**src/hw/rtl/ioxs_pkg.sv**
```systemverilog
// Package for the I/O expander request sequencer.
// Holds codes, field widths and constants; no dependencies.
package ioxs_pkg;
  localparam int QueueDepthDef = 8;
  localparam logic [15:0] TimeoutResetMs = 16'd500;
  localparam logic [7:0] RegOutput = 8'hF0;
  localparam logic [7:0] RegWrite = 8'h10;
  localparam logic [7:0] RegRead = 8'h20;
  localparam logic [7:0] ReadIdle = 8'hFF;

  localparam logic [2:0] CmdAddr = 3'd0;
  localparam logic [2:0] CmdWrite = 3'd1;
  localparam logic [2:0] CmdRead = 3'd2;
  localparam logic [2:0] CmdContStart = 3'd3;
  localparam logic [2:0] CmdContStop = 3'd4;
  localparam logic [2:0] CmdBlank = 3'd5;

  localparam logic [1:0] KindReply = 2'd0;
  localparam logic [1:0] KindBusWrite = 2'd1;
  localparam logic [1:0] KindBusRead = 2'd2;

  localparam logic [2:0] StOk = 3'd0;
  localparam logic [2:0] StBadInput = 3'd1;
  localparam logic [2:0] StNoResource = 3'd2;
  localparam logic [2:0] StTimeout = 3'd3;
  localparam logic [2:0] StBusError = 3'd4;
  localparam logic [2:0] StProgError = 3'd5;

  localparam logic [1:0] PhIdle = 2'd0;
  localparam logic [1:0] PhWrite = 2'd1;
  localparam logic [1:0] PhRead = 2'd2;

  localparam logic CfgAddrIdx = 1'b0;
  localparam logic CfgTimeoutIdx = 1'b1;

  typedef struct packed {
    logic       valid;
    logic [1:0] kind;
    logic [2:0] status;
    logic [2:0] reply_cmd;
    logic       with_value;
    logic [1:0] byte_count;
    logic [7:0] byte0;
    logic [7:0] byte1;
    logic       last;
  } result_t;
endpackage

```
**src/hw/rtl/ioxs_ring.sv**
```systemverilog
// Ring storage of queued requests: one write port, one registered read port.
// Depends on ioxs_pkg.
module ioxs_ring #(
  parameter int QueueDepth = ioxs_pkg::QueueDepthDef,
  localparam int Aw = (QueueDepth > 1) ? $clog2(QueueDepth) : 1
) (
  input  logic          clk,
  input  logic          wr_en,
  input  logic [Aw-1:0] wr_addr,
  input  logic [2:0]    wr_cmd,
  input  logic [7:0]    wr_value,
  input  logic [Aw-1:0] rd_addr,
  output logic [2:0]    rd_cmd,
  output logic [7:0]    rd_value
);
  import ioxs_pkg::*;
  logic [10:0] mem [QueueDepth];

  always_ff @(posedge clk) begin
    if (wr_en) begin
      mem[wr_addr] <= {wr_cmd, wr_value};
    end
    {rd_cmd, rd_value} <= mem[rd_addr];
  end
endmodule

```
**src/hw/rtl/i2c_io_expander_request_sequencer_top.sv**
```systemverilog
// Top level of the I/O expander request sequencer: sequencer FSM plus ring.
// Depends on ioxs_pkg and ioxs_ring.
//
//  channel | ports                       | handshake
//  in      | in_action .. in_now_ms      | start & !busy
//  out     | out_kind .. out_last        | out_valid strobe, one cycle
//  cfg     | cfg_index, cfg_data         | cfg_valid & cfg_ready
//
// A request passes S_IDLE and S_EMIT2; a poll runs through the read and issue
// states. A stop scan visits S_SCANRD and S_SCAN per entry walked, since every ring
// access goes through the single registered read port. At most two results per item.
// Reset is synchronous; the ring needs no clearing. Results cannot be stalled.
module i2c_io_expander_request_sequencer_top #(
  parameter int QueueDepth = ioxs_pkg::QueueDepthDef
) (
  input  logic        clk,
  input  logic        rst_n,
  input  logic        start,
  output logic        busy,
  input  logic        in_action,
  input  logic [2:0]  in_cmd,
  input  logic [7:0]  in_value,
  input  logic        in_bus_finished,
  input  logic        in_bus_error,
  input  logic [7:0]  in_read_byte,
  input  logic [31:0] in_now_ms,
  output logic        out_valid,
  output logic [1:0]  out_kind,
  output logic [2:0]  out_status,
  output logic [2:0]  out_reply_cmd,
  output logic        out_with_value,
  output logic [6:0]  out_bus_address,
  output logic [1:0]  out_byte_count,
  output logic [7:0]  out_byte0,
  output logic [7:0]  out_byte1,
  output logic        out_last,
  input  logic        cfg_valid,
  output logic        cfg_ready,
  input  logic        cfg_index,
  input  logic [15:0] cfg_data
);
  import ioxs_pkg::*;
  localparam int Aw = (QueueDepth > 1) ? $clog2(QueueDepth) : 1;
  localparam int Cw = $clog2(QueueDepth + 1);
  localparam logic [Cw-1:0] CntFull = Cw'(QueueDepth);
  localparam logic [Cw-1:0] CntOne = Cw'(1);

  typedef enum logic [3:0] {
    S_IDLE, S_DECIDE, S_HEADRD, S_FINISH, S_ROTRD, S_ROTWR,
    S_ISSUERD, S_ISSUE, S_SCANRD, S_SCAN, S_EMIT2
  } state_t;

  state_t         state_r;
  logic [Aw-1:0]  head_r;
  logic [Cw-1:0]  count_r;
  logic [1:0]     phase_r;
  logic [7:0]     lastrd_r;
  logic [31:0]    issue_r;
  logic [6:0]     dev_r;
  logic [15:0]    tmo_r;
  logic           fin_r, err_r;
  logic [7:0]     rbyte_r;
  logic [31:0]    now_r;
  logic [Cw-1:0]  scan_r;
  logic           had_r;
  result_t        res_r, pend_r;
  logic [2:0]     hc_r;
  logic [7:0]     hv_r;

  logic           wr_en;
  logic [Aw-1:0]  wr_addr, rd_addr;
  logic [2:0]     wr_cmd, rd_cmd;
  logic [7:0]     wr_value, rd_value;

  function automatic logic [Aw-1:0] wrap(input logic [Aw-1:0] a, input logic [Cw-1:0] n);
    logic [Aw+Cw:0] s;
    s = (Aw+Cw+1)'(a) + (Aw+Cw+1)'(n);
    if (s >= (Aw+Cw+1)'(QueueDepth)) s = s - (Aw+Cw+1)'(QueueDepth);
    return s[Aw-1:0];
  endfunction

  ioxs_ring #(.QueueDepth(QueueDepth)) u_ring (
    .clk, .wr_en, .wr_addr, .wr_cmd, .wr_value, .rd_addr, .rd_cmd, .rd_value
  );

  logic [31:0] elapsed;
  assign elapsed = now_r - issue_r;

  // Ring port control, decided from the current state.
  always_comb begin
    wr_en = 1'b0;
    wr_addr = wrap(head_r, count_r);
    wr_cmd = in_cmd;
    wr_value = in_value;
    rd_addr = head_r;
    case (state_r)
      S_IDLE: wr_en = start && !in_action && in_cmd <= CmdContStop && count_r != CntFull;
      S_FINISH: begin
        if (fin_r && phase_r == PhRead) begin
          wr_en = 1'b1;
          wr_addr = head_r;
          wr_cmd = rd_cmd;
          wr_value = rbyte_r;
        end
      end
      S_ROTWR: begin
        wr_en = 1'b1;
        wr_addr = wrap(head_r, count_r - CntOne);
        wr_cmd = hc_r;
        wr_value = hv_r;
      end
      S_SCANRD: rd_addr = wrap(head_r, scan_r);
      S_SCAN: begin
        rd_addr = wrap(head_r, scan_r);
        wr_addr = rd_addr;
        wr_cmd = CmdBlank;
        wr_value = rd_value;
        wr_en = rd_cmd == CmdContStart;
      end
      default: ;
    endcase
  end

  function automatic result_t reply(input logic [2:0] st, input logic [2:0] c,
                                    input logic wv, input logic [7:0] b1,
                                    input logic lst);
    result_t r;
    r = '0;
    r.valid = 1'b1;
    r.kind = KindReply;
    r.status = st;
    r.reply_cmd = c;
    r.with_value = wv;
    r.byte1 = b1;
    r.last = lst;
    return r;
  endfunction

  always_ff @(posedge clk) begin
    state_t     state_nxt;
    result_t    res_nxt;
    result_t    r;
    logic [7:0] v;
    logic       same;
    logic [2:0] st;
    if (!rst_n) begin
      state_r <= S_IDLE;
      head_r <= '0;
      count_r <= '0;
      phase_r <= PhIdle;
      lastrd_r <= ReadIdle;
      issue_r <= '0;
      dev_r <= '0;
      tmo_r <= TimeoutResetMs;
      res_r <= '0;
      pend_r <= '0;
      had_r <= 1'b0;
    end else begin
      state_nxt = state_r;
      res_nxt = '0;
      r = '0;
      v = '0;
      same = 1'b0;
      st = StOk;
      if (cfg_valid && cfg_ready) begin
        case (cfg_index)
          CfgAddrIdx: dev_r <= cfg_data[6:0];
          CfgTimeoutIdx: tmo_r <= cfg_data;
          default: ;
        endcase
      end
      case (state_r)
        S_IDLE: begin
          if (start) begin
            fin_r <= in_bus_finished; err_r <= in_bus_error;
            rbyte_r <= in_read_byte; now_r <= in_now_ms;
            had_r <= 1'b0;
            if (!in_action) begin
              state_nxt = S_EMIT2;
              pend_r <= '0;
              if (in_cmd > CmdContStop) begin
                res_nxt = reply(StBadInput, in_cmd, 1'b0, 8'd0, 1'b1);
              end else if (count_r == CntFull) begin
                res_nxt = reply(StNoResource, in_cmd, 1'b0, 8'd0, 1'b1);
              end else begin
                if (in_cmd == CmdContStart) lastrd_r <= ReadIdle;
                count_r <= count_r + CntOne;
              end
            end else begin
              state_nxt = S_DECIDE;
            end
          end
        end
        S_DECIDE: begin
          if (count_r == '0) state_nxt = S_IDLE;
          else if (phase_r != PhIdle) state_nxt = S_HEADRD;
          else state_nxt = S_ISSUERD;
        end
        S_HEADRD: state_nxt = S_FINISH; // ring read of head in flight
        S_FINISH: begin
          hc_r <= rd_cmd;
          hv_r <= (phase_r == PhRead) ? rbyte_r : rd_value;
          if (!fin_r) begin
            state_nxt = S_IDLE;
            if (elapsed >= {16'd0, tmo_r}) begin
              res_nxt = reply(StTimeout, rd_cmd, 1'b0, 8'd0, 1'b1);
              head_r <= wrap(head_r, CntOne);
              count_r <= count_r - CntOne;
              phase_r <= PhIdle;
            end
          end else if ((rd_cmd == CmdRead || rd_cmd == CmdContStart) &&
                       phase_r == PhWrite && !err_r) begin
            res_nxt = '{valid: 1'b1, kind: KindBusRead, byte_count: 2'd1,
                        last: 1'b1, default: '0};
            phase_r <= PhRead;
            state_nxt = S_IDLE;
          end else begin
            v = (phase_r == PhRead) ? rbyte_r : rd_value;
            same = (rd_cmd == CmdContStart) && lastrd_r == v;
            st = (rd_cmd <= CmdContStart) ? (err_r ? StBusError : StOk) : StProgError;
            if (rd_cmd == CmdContStart) lastrd_r <= v;
            phase_r <= PhIdle;
            state_nxt = S_ISSUERD;
            // The reply waits until it is known whether an issue result follows.
            if (rd_cmd == CmdContStart && st == StOk) begin
              if (!same) begin
                pend_r <= reply(StOk, rd_cmd, 1'b1, v, 1'b0);
                had_r <= 1'b1;
              end
              if (count_r != CntOne) begin
                head_r <= wrap(head_r, CntOne);
                if (count_r != CntFull) state_nxt = S_ROTWR;
              end
            end else begin
              pend_r <= reply(st, rd_cmd, 1'b1, v, 1'b0);
              had_r <= 1'b1;
              head_r <= wrap(head_r, CntOne);
              count_r <= count_r - CntOne;
            end
          end
        end
        S_ROTWR: state_nxt = S_ISSUERD;
        S_ISSUERD: begin
          if (count_r == '0) begin
            state_nxt = S_IDLE;
            if (had_r) begin
              res_nxt = pend_r;
              res_nxt.last = 1'b1;
            end
          end else state_nxt = S_ISSUE;
        end
        S_ISSUE: begin
          r.valid = 1'b1;
          r.last = 1'b1;
          state_nxt = S_IDLE;
          case (rd_cmd)
            CmdAddr, CmdWrite: begin
              r.kind = KindBusWrite; r.byte_count = 2'd2;
              r.byte0 = (rd_cmd == CmdAddr) ? RegOutput : RegWrite;
              r.byte1 = rd_value;
              issue_r <= now_r; phase_r <= PhWrite;
            end
            CmdRead, CmdContStart: begin
              r.kind = KindBusWrite; r.byte_count = 2'd1; r.byte0 = RegRead;
              issue_r <= now_r; phase_r <= PhWrite;
            end
            CmdContStop: begin
              r = reply(StOk, CmdContStop, 1'b0, 8'd0, 1'b1);
              scan_r <= '0;
              state_nxt = S_SCANRD;
            end
            CmdBlank: begin
              r = '0;
              head_r <= wrap(head_r, CntOne);
              count_r <= count_r - CntOne;
            end
            default: begin
              r = reply(StProgError, rd_cmd, 1'b0, 8'd0, 1'b1);
              head_r <= wrap(head_r, CntOne);
              count_r <= count_r - CntOne;
            end
          endcase
          // A waiting reply goes out first; the stop reply goes out after its scan.
          if (rd_cmd == CmdContStop) begin
            pend_r <= r;
            if (had_r) res_nxt = pend_r;
          end else if (rd_cmd == CmdBlank) begin
            if (had_r) begin
              res_nxt = pend_r;
              res_nxt.last = 1'b1;
            end
          end else if (had_r) begin
            res_nxt = pend_r;
            pend_r <= r;
            state_nxt = S_EMIT2;
          end else begin
            res_nxt = r;
          end
        end
        S_SCANRD: state_nxt = S_SCAN;
        S_SCAN: begin
          if (rd_cmd == CmdContStart || scan_r == count_r - CntOne) begin
            res_nxt = pend_r;
            head_r <= wrap(head_r, CntOne);
            count_r <= count_r - CntOne;
            state_nxt = S_IDLE;
          end else begin
            scan_r <= scan_r + CntOne;
            state_nxt = S_SCANRD;
          end
        end
        S_EMIT2: begin
          if (had_r) res_nxt = pend_r;
          state_nxt = S_IDLE;
        end
        default: state_nxt = S_IDLE;
      endcase
      state_r <= state_nxt;
      res_r <= res_nxt;
    end
  end

  assign busy = state_r != S_IDLE;
  assign cfg_ready = state_r == S_IDLE;
  assign out_valid = res_r.valid;
  assign out_kind = res_r.kind;
  assign out_status = res_r.status;
  assign out_reply_cmd = res_r.reply_cmd;
  assign out_with_value = res_r.with_value;
  assign out_bus_address = (res_r.kind == KindReply) ? 7'd0 : dev_r;
  assign out_byte_count = res_r.byte_count;
  assign out_byte0 = res_r.byte0;
  assign out_byte1 = res_r.byte1;
  assign out_last = res_r.last;

  // Results are only produced while working, and never in reset.
  assert property (@(posedge clk) disable iff (!rst_n)
    out_valid |-> $past(state_r) != S_IDLE || $past(start)) else $error("stray result");
  assert property (@(posedge clk) disable iff (!rst_n)
    count_r <= CntFull) else $error("ring count overflow");
  assert property (@(posedge clk) disable iff (!rst_n)
    phase_r != PhIdle |-> count_r != '0) else $error("phase without entry");
endmodule
```
**config.mk**
```make
export PLATFORM = sky130hd
export DESIGN_NAME = i2c_io_expander_request_sequencer_top
export DESIGN_NICKNAME = d
export VERILOG_FILES = /design/src/hw/rtl/ioxs_pkg.sv /design/src/hw/rtl/ioxs_ring.sv /design/src/hw/rtl/i2c_io_expander_request_sequencer_top.sv
export SDC_FILE = /design/constraint.sdc
export NUM_CORES = 1
export LEC_CHECK = 0
export BUFFER_PORTS_ARGS = -buffer_cell sky130_fd_sc_hd__buf_2
export CAP_MARGIN = 10
export CORE_MARGIN = 2
export CORE_UTILIZATION = 58
export CTS_CLUSTER_DIAMETER = 100
export CTS_CLUSTER_SIZE = 8
export DETAILED_ROUTE_END_ITERATION = 10
export PLACE_DENSITY_LB_ADDON = 0.05
export SLEW_MARGIN = 20
export SYNTH_ARGS = -nofsm -noshare
export SYNTH_HDL_FRONTEND = slang
export SYNTH_SLANG_ARGS = --single-unit
```
**constraint.sdc**
```tcl
create_clock -name clk -period 7.17 [get_ports clk]
set_input_delay 1.0755 -clock clk [delete_from_list [all_inputs] [get_ports clk]]
set_output_delay 1.0755 -clock clk [all_outputs]
set_load 0.01 [all_outputs]
```
After elaboration in Yosys (flattened, before gate mapping):

Memory sizes are Yosys's and may differ from the RTL's. A register that Yosys moved wholly into a read port is not among the register bits.
Index checks and enable logic that the tools add are counted.

* register bits after elaboration: 192
* bits in writable memories: 88
* input bits: 75
* output and inout port bits: 38
* logic and storage cells: 250
* memories: 1

* $add $sub $neg: 12
* $lt $le $gt $ge: 8
* eq/ne operators: 42
* multiplexer cells: 108
* bitwise logic cells: 1
* reductions and logical operators: 44

Memories
* u_ring.mem: words 8, width 11, read ports 1, clocked after memory_dff 1, wr ports 1, RTL line ioxs_ring.sv:17 `logic [10:0] mem [QueueDepth];`

Operators with widths (number)
* 29-bit 2-to-1 mux: 23
* 29-bit one-hot mux with 6 select lines: 1
* 8-bit 2-to-1 mux: 12
* 29-bit one-hot mux with 3 select lines: 1
* 4-bit 2-to-1 mux: 19
* 3-bit 2-to-1 mux: 21
* 4-bit one-hot mux with 9 select lines: 1
* 32-bit by 16-bit >= comparator with 1-bit output: 1
* 32-bit subtractor: 1
* 3-bit one-hot mux with 3 select lines: 3
* 2-bit != test, second input constant: 12
* 8-bit one-hot mux with 3 select lines: 1
* 10-bit one-hot mux with 2 select lines: 1
* 3-bit != test, second input constant: 6
* 4-bit == test, second input constant: 4
* 4-bit one-hot mux with 4 select lines: 1
* 8-bit one-hot mux with 2 select lines: 1
* 3-bit by 4-bit adder with 5-bit output: 3
* 5-bit by 4-bit >= comparator with 1-bit output, second input constant: 3
* 2-bit 2-to-1 mux: 7
* 7-bit one-hot mux with 2 select lines: 1
* 4-bit by 3-bit == test with 1-bit output, second input constant: 3
* 3-bit by 1-bit subtractor with 3-bit output, second input constant: 4
* 1-bit 2-to-1 mux: 10
* 45 further kinds: 75

Longest topological paths before layout:

* word-level depth: 9
* depth in mapped cells: 20
* gate-level depth less buffers: 19

Modules after synthesis:

From an unflattened synthesis, not the netlist that was laid out.

* cells, all modules: 1346
* area, all modules: 13848.3 sq um

By module, submodules not included
* i2c_io_expander_request_sequencer_top: times used 1, cells an instance 1196, area an instance 10191.0 sq um, seq. area each 4134.0 sq um
* ioxs_ring: times used 1, cells an instance 150, area an instance 3657.3 sq um, seq. area each 2862.7 sq um

Worst setup path before layout:

Ideal clock, no wire load.

* path kind: register to register
* from: reg now_r[0]
* to: reg res_r, in the netlist out_valid
* arrival: 4.246 ns
* required time: 7.032 ns
* slack: 2.786 ns
* stages on the path, launching flop included: 20
* buffers on the path: 0
* cells stage by stage: edfxtp_1 -> inv_1 -> ha_1 -> fa_1 -> nor2b_1 -> o2111ai_2 -> a211oi_1 -> nor2_1 -> o21bai_1 -> xor2_1 -> ha_1 -> nand2_1 -> o21ai_0 -> a311oi_2 -> o311ai_1 -> or4b_1 -> nor4_2 -> nand3_1 -> o41ai_4 -> a31oi_1

* word-level cells in the longest chain between the ends: 5

Ends and longest elaborated chain
* from (decl): RTL line i2c_io_expander_request_sequencer_top.sv:63 `logic [31:0] now_r;`
* from (signal assigned): RTL line i2c_io_expander_request_sequencer_top.sv:176 `rbyte_r <= in_read_byte; now_r <= in_now_ms;`
* 32-bit subtractor: RTL line i2c_io_expander_request_sequencer_top.sv:87 `assign elapsed = now_r - issue_r;`
* 32-bit by 16-bit >= comparator with 1-bit output: RTL line i2c_io_expander_request_sequencer_top.sv:205 `if (elapsed >= {16'd0, tmo_r}) begin`
* 29-bit 2-to-1 mux: RTL line i2c_io_expander_request_sequencer_top.sv:205
* 29-bit 2-to-1 mux: RTL line i2c_io_expander_request_sequencer_top.sv:203 `if (!fin_r) begin`
* 29-bit one-hot mux with 6 select lines: RTL line i2c_io_expander_request_sequencer_top.sv:172 `case (state_r)`
* to (signal assigned): RTL line i2c_io_expander_request_sequencer_top.sv:319 `res_r <= res_nxt;`
* to (decl): RTL line i2c_io_expander_request_sequencer_top.sv:66 `result_t res_r, pend_r;`

Every way passes these cells.
A chain may end at the register's enable or synchronous reset.

Worst setup path in the final report:

Same ends and word-level chain as after synthesis.

==> run summary <==
outcome: completed
number of fill cells in the layout: 1888
# placed instances: 1717
crit start category: register
final hold violation count: 0
multiplexer area fraction after synthesis: 0.0680
area of the core: 23500 µm²
slack of the worst reg-to-reg path: 2.14 ns
slew at the pin closest to its max-slew limit: 1.10 ns
initial antenna violation count: 1
vias in the first global route: 10400
tightest hold margin: 0.464 ns
number of standard-cell rows in the floorplan: 56
number of DRC violations after detailed routing: 0
worst setup path category: reg2reg
Setup Fix Bufs, Post-CTS: 0
number of max-cap violations: 0
combinational family with the most area after synthesis: compound AO/OA/AOI/OAI gates
area added between synthesis and finish: 13.9%
FMAX: 0.199 GHz
clock tree from TritonCTS: yes
DR vias: 10700
placer congestion estimate: 0.910
fraction of registers with async set/reset: 0
non-filler instance count after layout: 1783
number of cells produced by synthesis: 1336
post-cts gate resize count: 0
Data required, critical path: 7.56 ns
Worst Path Arrival: 5.42 ns
share of the synthesized area in compound gates (AO/OA/AOI/OAI): 0.154
Worst setup EP type: register
number of buffer cells added on primary ports: 108
count of distinct cell types in the synthesized netlist: 88
ANT nets after route: 0
number of buffers on the longest clock path: 3
top cells by instance count after synthesis: sky130_fd_sc_hd__nand2_1, sky130_fd_sc_hd__edfxtp_1, sky130_fd_sc_hd__dfxtp_1
Warnings, synthesis: 0
startpoint of the lowest-slack register-to-register path: now_r[0]$_DFFE_PP_
worst hold start: issue_r[5]$_SDFFE_PN0P_
share of the clock period used by the worst path after layout: 0.701
largest voltage drop on the vdd net: 0.230 mV
number of enable-type register cells in the synthesized netlist: 145
basic-gate share of the synthesized area counting and, or, nand and nor cells: 0.149
Post-Synth XOR/XNOR Area: 0.0264
vertical die dimension: 159 µm
area share of the largest cell type after synthesis: 0.312
Post-DP HPWL: 24500 µm
maximum level of the CTS H-tree: 2
top cells by area in the synthesized netlist: sky130_fd_sc_hd__edfxtp_1, sky130_fd_sc_hd__dfxtp_1, sky130_fd_sc_hd__nand2_1, sky130_fd_sc_hd__ha_1, sky130_fd_sc_hd__mux4_2
leakage power: 5.97 nW
setup violation total in the final timing report: 0
sequential fraction of the synthesis area: 0.502
CP startpoint: now_r[0]$_DFFE_PP_
average wire length per cell after detail routing: 20.0 µm
sum of routed wire length over all layers: 35700 µm
first-pass GRT wire length: 56200 µm
clock period minus worst slack: 5.03 ns
ratio of cells with drive above 1 in the final layout: 0.169
die footprint: 25300 µm²
maximum fanout along the worst path: 7
cell area power density: 282 nW/µm²
library cell used as clock root buffer: sky130_fd_sc_hd__clkbuf_16
type of the worst min-delay path: reg2reg
DRC marker count from the first detailed-route iteration: 875
Chip Width: 159 µm
initial core utilization: 0.593
Remaining Overflow, GRT: 0
insertion delay to the later sink of the worst-skew pair: 0.54 ns
setup repair after global routing missed its margin: no
synthesis-stage register bit count: 277
clock buffer count from CTS: 40
Post-CTS Hold Fix Bufs: 0
nets: 1574
I/O pin total: 113
total negative slack: 0 ns
Adder-Cell Fraction of Synth Area: 0.0551
clock skew: 0.0367 ns
via density per instance: 5.99
DR pass1 iterations: 6
Slew headroom: 0.259
post-synthesis area per instance: 10.4 µm²
max-slew violation count: 0
largest net degree at the start of global routing: 93
total global routing track utilization: 0.279
clock transition at the register clock pins on the worst setup and hold paths after CTS: 0.05 ns
number of sinks handled by clock tree synthesis: 277
most area-hungry cell type in the Yosys netlist: sky130_fd_sc_hd__edfxtp_1
leading cell type by number of instances after synthesis: sky130_fd_sc_hd__nand2_1
commonest register cell after synthesis: sky130_fd_sc_hd__edfxtp_1
synthesized area: 14000 µm²
## flip-flops by register name, summed over array words and instances, names as in the netlist, 8 cells and up
signal / count
u_ring.mem: 88
pend_r: 21
tmo_r: 16
out_byte1: 8
lastrd_r: 8
u_ring.rd_value: 8
rbyte_r: 8
hv_r: 8
issue_r: 32
now_r: 32
## metal layers
layer | global-route usage | wire length, µm | up-vias
met5 | 0 | 0 | -
met4 | 0.0917 | 881 | 0
met3 | 0.0453 | 2200 | 81
met2 | 0.482 | 17800 | 365
met1 | 0.361 | 14800 | 5172
li1 | - | - | 5062
## layout by cell type (no fill, tap or decap), drive strengths merged, types with 5 or more instances in the layout
master and count:
nand2 203, inv 72, o211a 12, and2 11, o2111ai 6, mux2 18
nand3b 5, a31oi 7, o21a 13, ha 55, a21o 11, mux2i 25
a211oi 8, nor3 18, xnor2 27, o21ai 46, nand3 31, xor2 15
o211ai 16, nor2 87, o22ai 5, and3 9, a22oi 18, nor4 6
a221oi 8, nand4 14, a21oi 59, a21boi 51, buf 132, nor2b 23
clkbuf 61, a222oi 10, mux4 22, dfxtp 132, edfxtp 145, nand2b 15
## layout make-up
| cell class | instances | area [µm²] | share of cell area |
|---|---|---|---|
| flip-flops and latches | 277 | 7000 | 0.440 |
| multi-input cells | 918 | 6350 | 0.400 |
| clock buffers | 61 | 1080 | 0.0679 |
| repair buffers | 132 | 721 | 0.0454 |
| well taps | 319 | 399 | 0.0251 |
| inverters | 71 | 267 | 0.0168 |
| clock inverters | 4 | 71.3 | 0.00449 |
| diodes | 1 | 2.50 | 0.000157 |
## metrics by stage
step                 util  power (W)  setup WS, ns  instance area [µm²]
floorplan               -    0.00251          2.79                14000
global placement    0.626    0.00276          2.36                14700
detailed placement  0.626    0.00277          2.18                14700
CTS                 0.675    0.00449          2.16                15900
global route        0.675    0.00466          1.85                15900
finish              0.675    0.00448          2.14                15900
## worst max-delay path, cell delays in order, from the launching register on
cell and delay (ns):
sky130_fd_sc_hd__edfxtp_1 0.34, sky130_fd_sc_hd__inv_1 0.04, sky130_fd_sc_hd__ha_1 0.19, sky130_fd_sc_hd__fa_1 0.40
sky130_fd_sc_hd__nor2b_1 0.20, sky130_fd_sc_hd__o2111ai_2 0.18, sky130_fd_sc_hd__a211oi_1 0.34, sky130_fd_sc_hd__nor2_1 0.11
sky130_fd_sc_hd__o21bai_1 0.24, sky130_fd_sc_hd__xor2_1 0.18, sky130_fd_sc_hd__ha_1 0.26, sky130_fd_sc_hd__nand2_1 0.06
sky130_fd_sc_hd__o21ai_0 0.10, sky130_fd_sc_hd__a311oi_2 0.28, sky130_fd_sc_hd__o311ai_1 0.15, sky130_fd_sc_hd__or4b_1 0.56
sky130_fd_sc_hd__nor4_2 0.31, sky130_fd_sc_hd__nand3_1 0.17, sky130_fd_sc_hd__o41ai_4 0.61, sky130_fd_sc_hd__a31oi_1 0.15
## worst paths after layout
kind | to | cells after the start
setup / recovery | out_valid$_SDFF_PN0_ | 19
hold / removal | issue_r[5]$_SDFFE_PN0P_ | 2
hold reg to reg | issue_r[5]$_SDFFE_PN0P_ | 2
setup reg to reg | out_valid$_SDFF_PN0_ | 19
## kinds of logic after synthesis
group	Yosys count
simple gates	447
fa+ha+maj	59
flops	277
buf+inv	144
xor+xnor	42
compound gates	301
mux	65
other cells	1
## power breakdown
group / internal, W / switching (W) / total [W]
clock: 0.00104 / 0.000682 / 0.00172
sequential: 0.00179 / 0.000116 / 0.00191
combinational: 0.000342 / 0.000505 / 0.000847
Power figures use the tool's default switching activity.
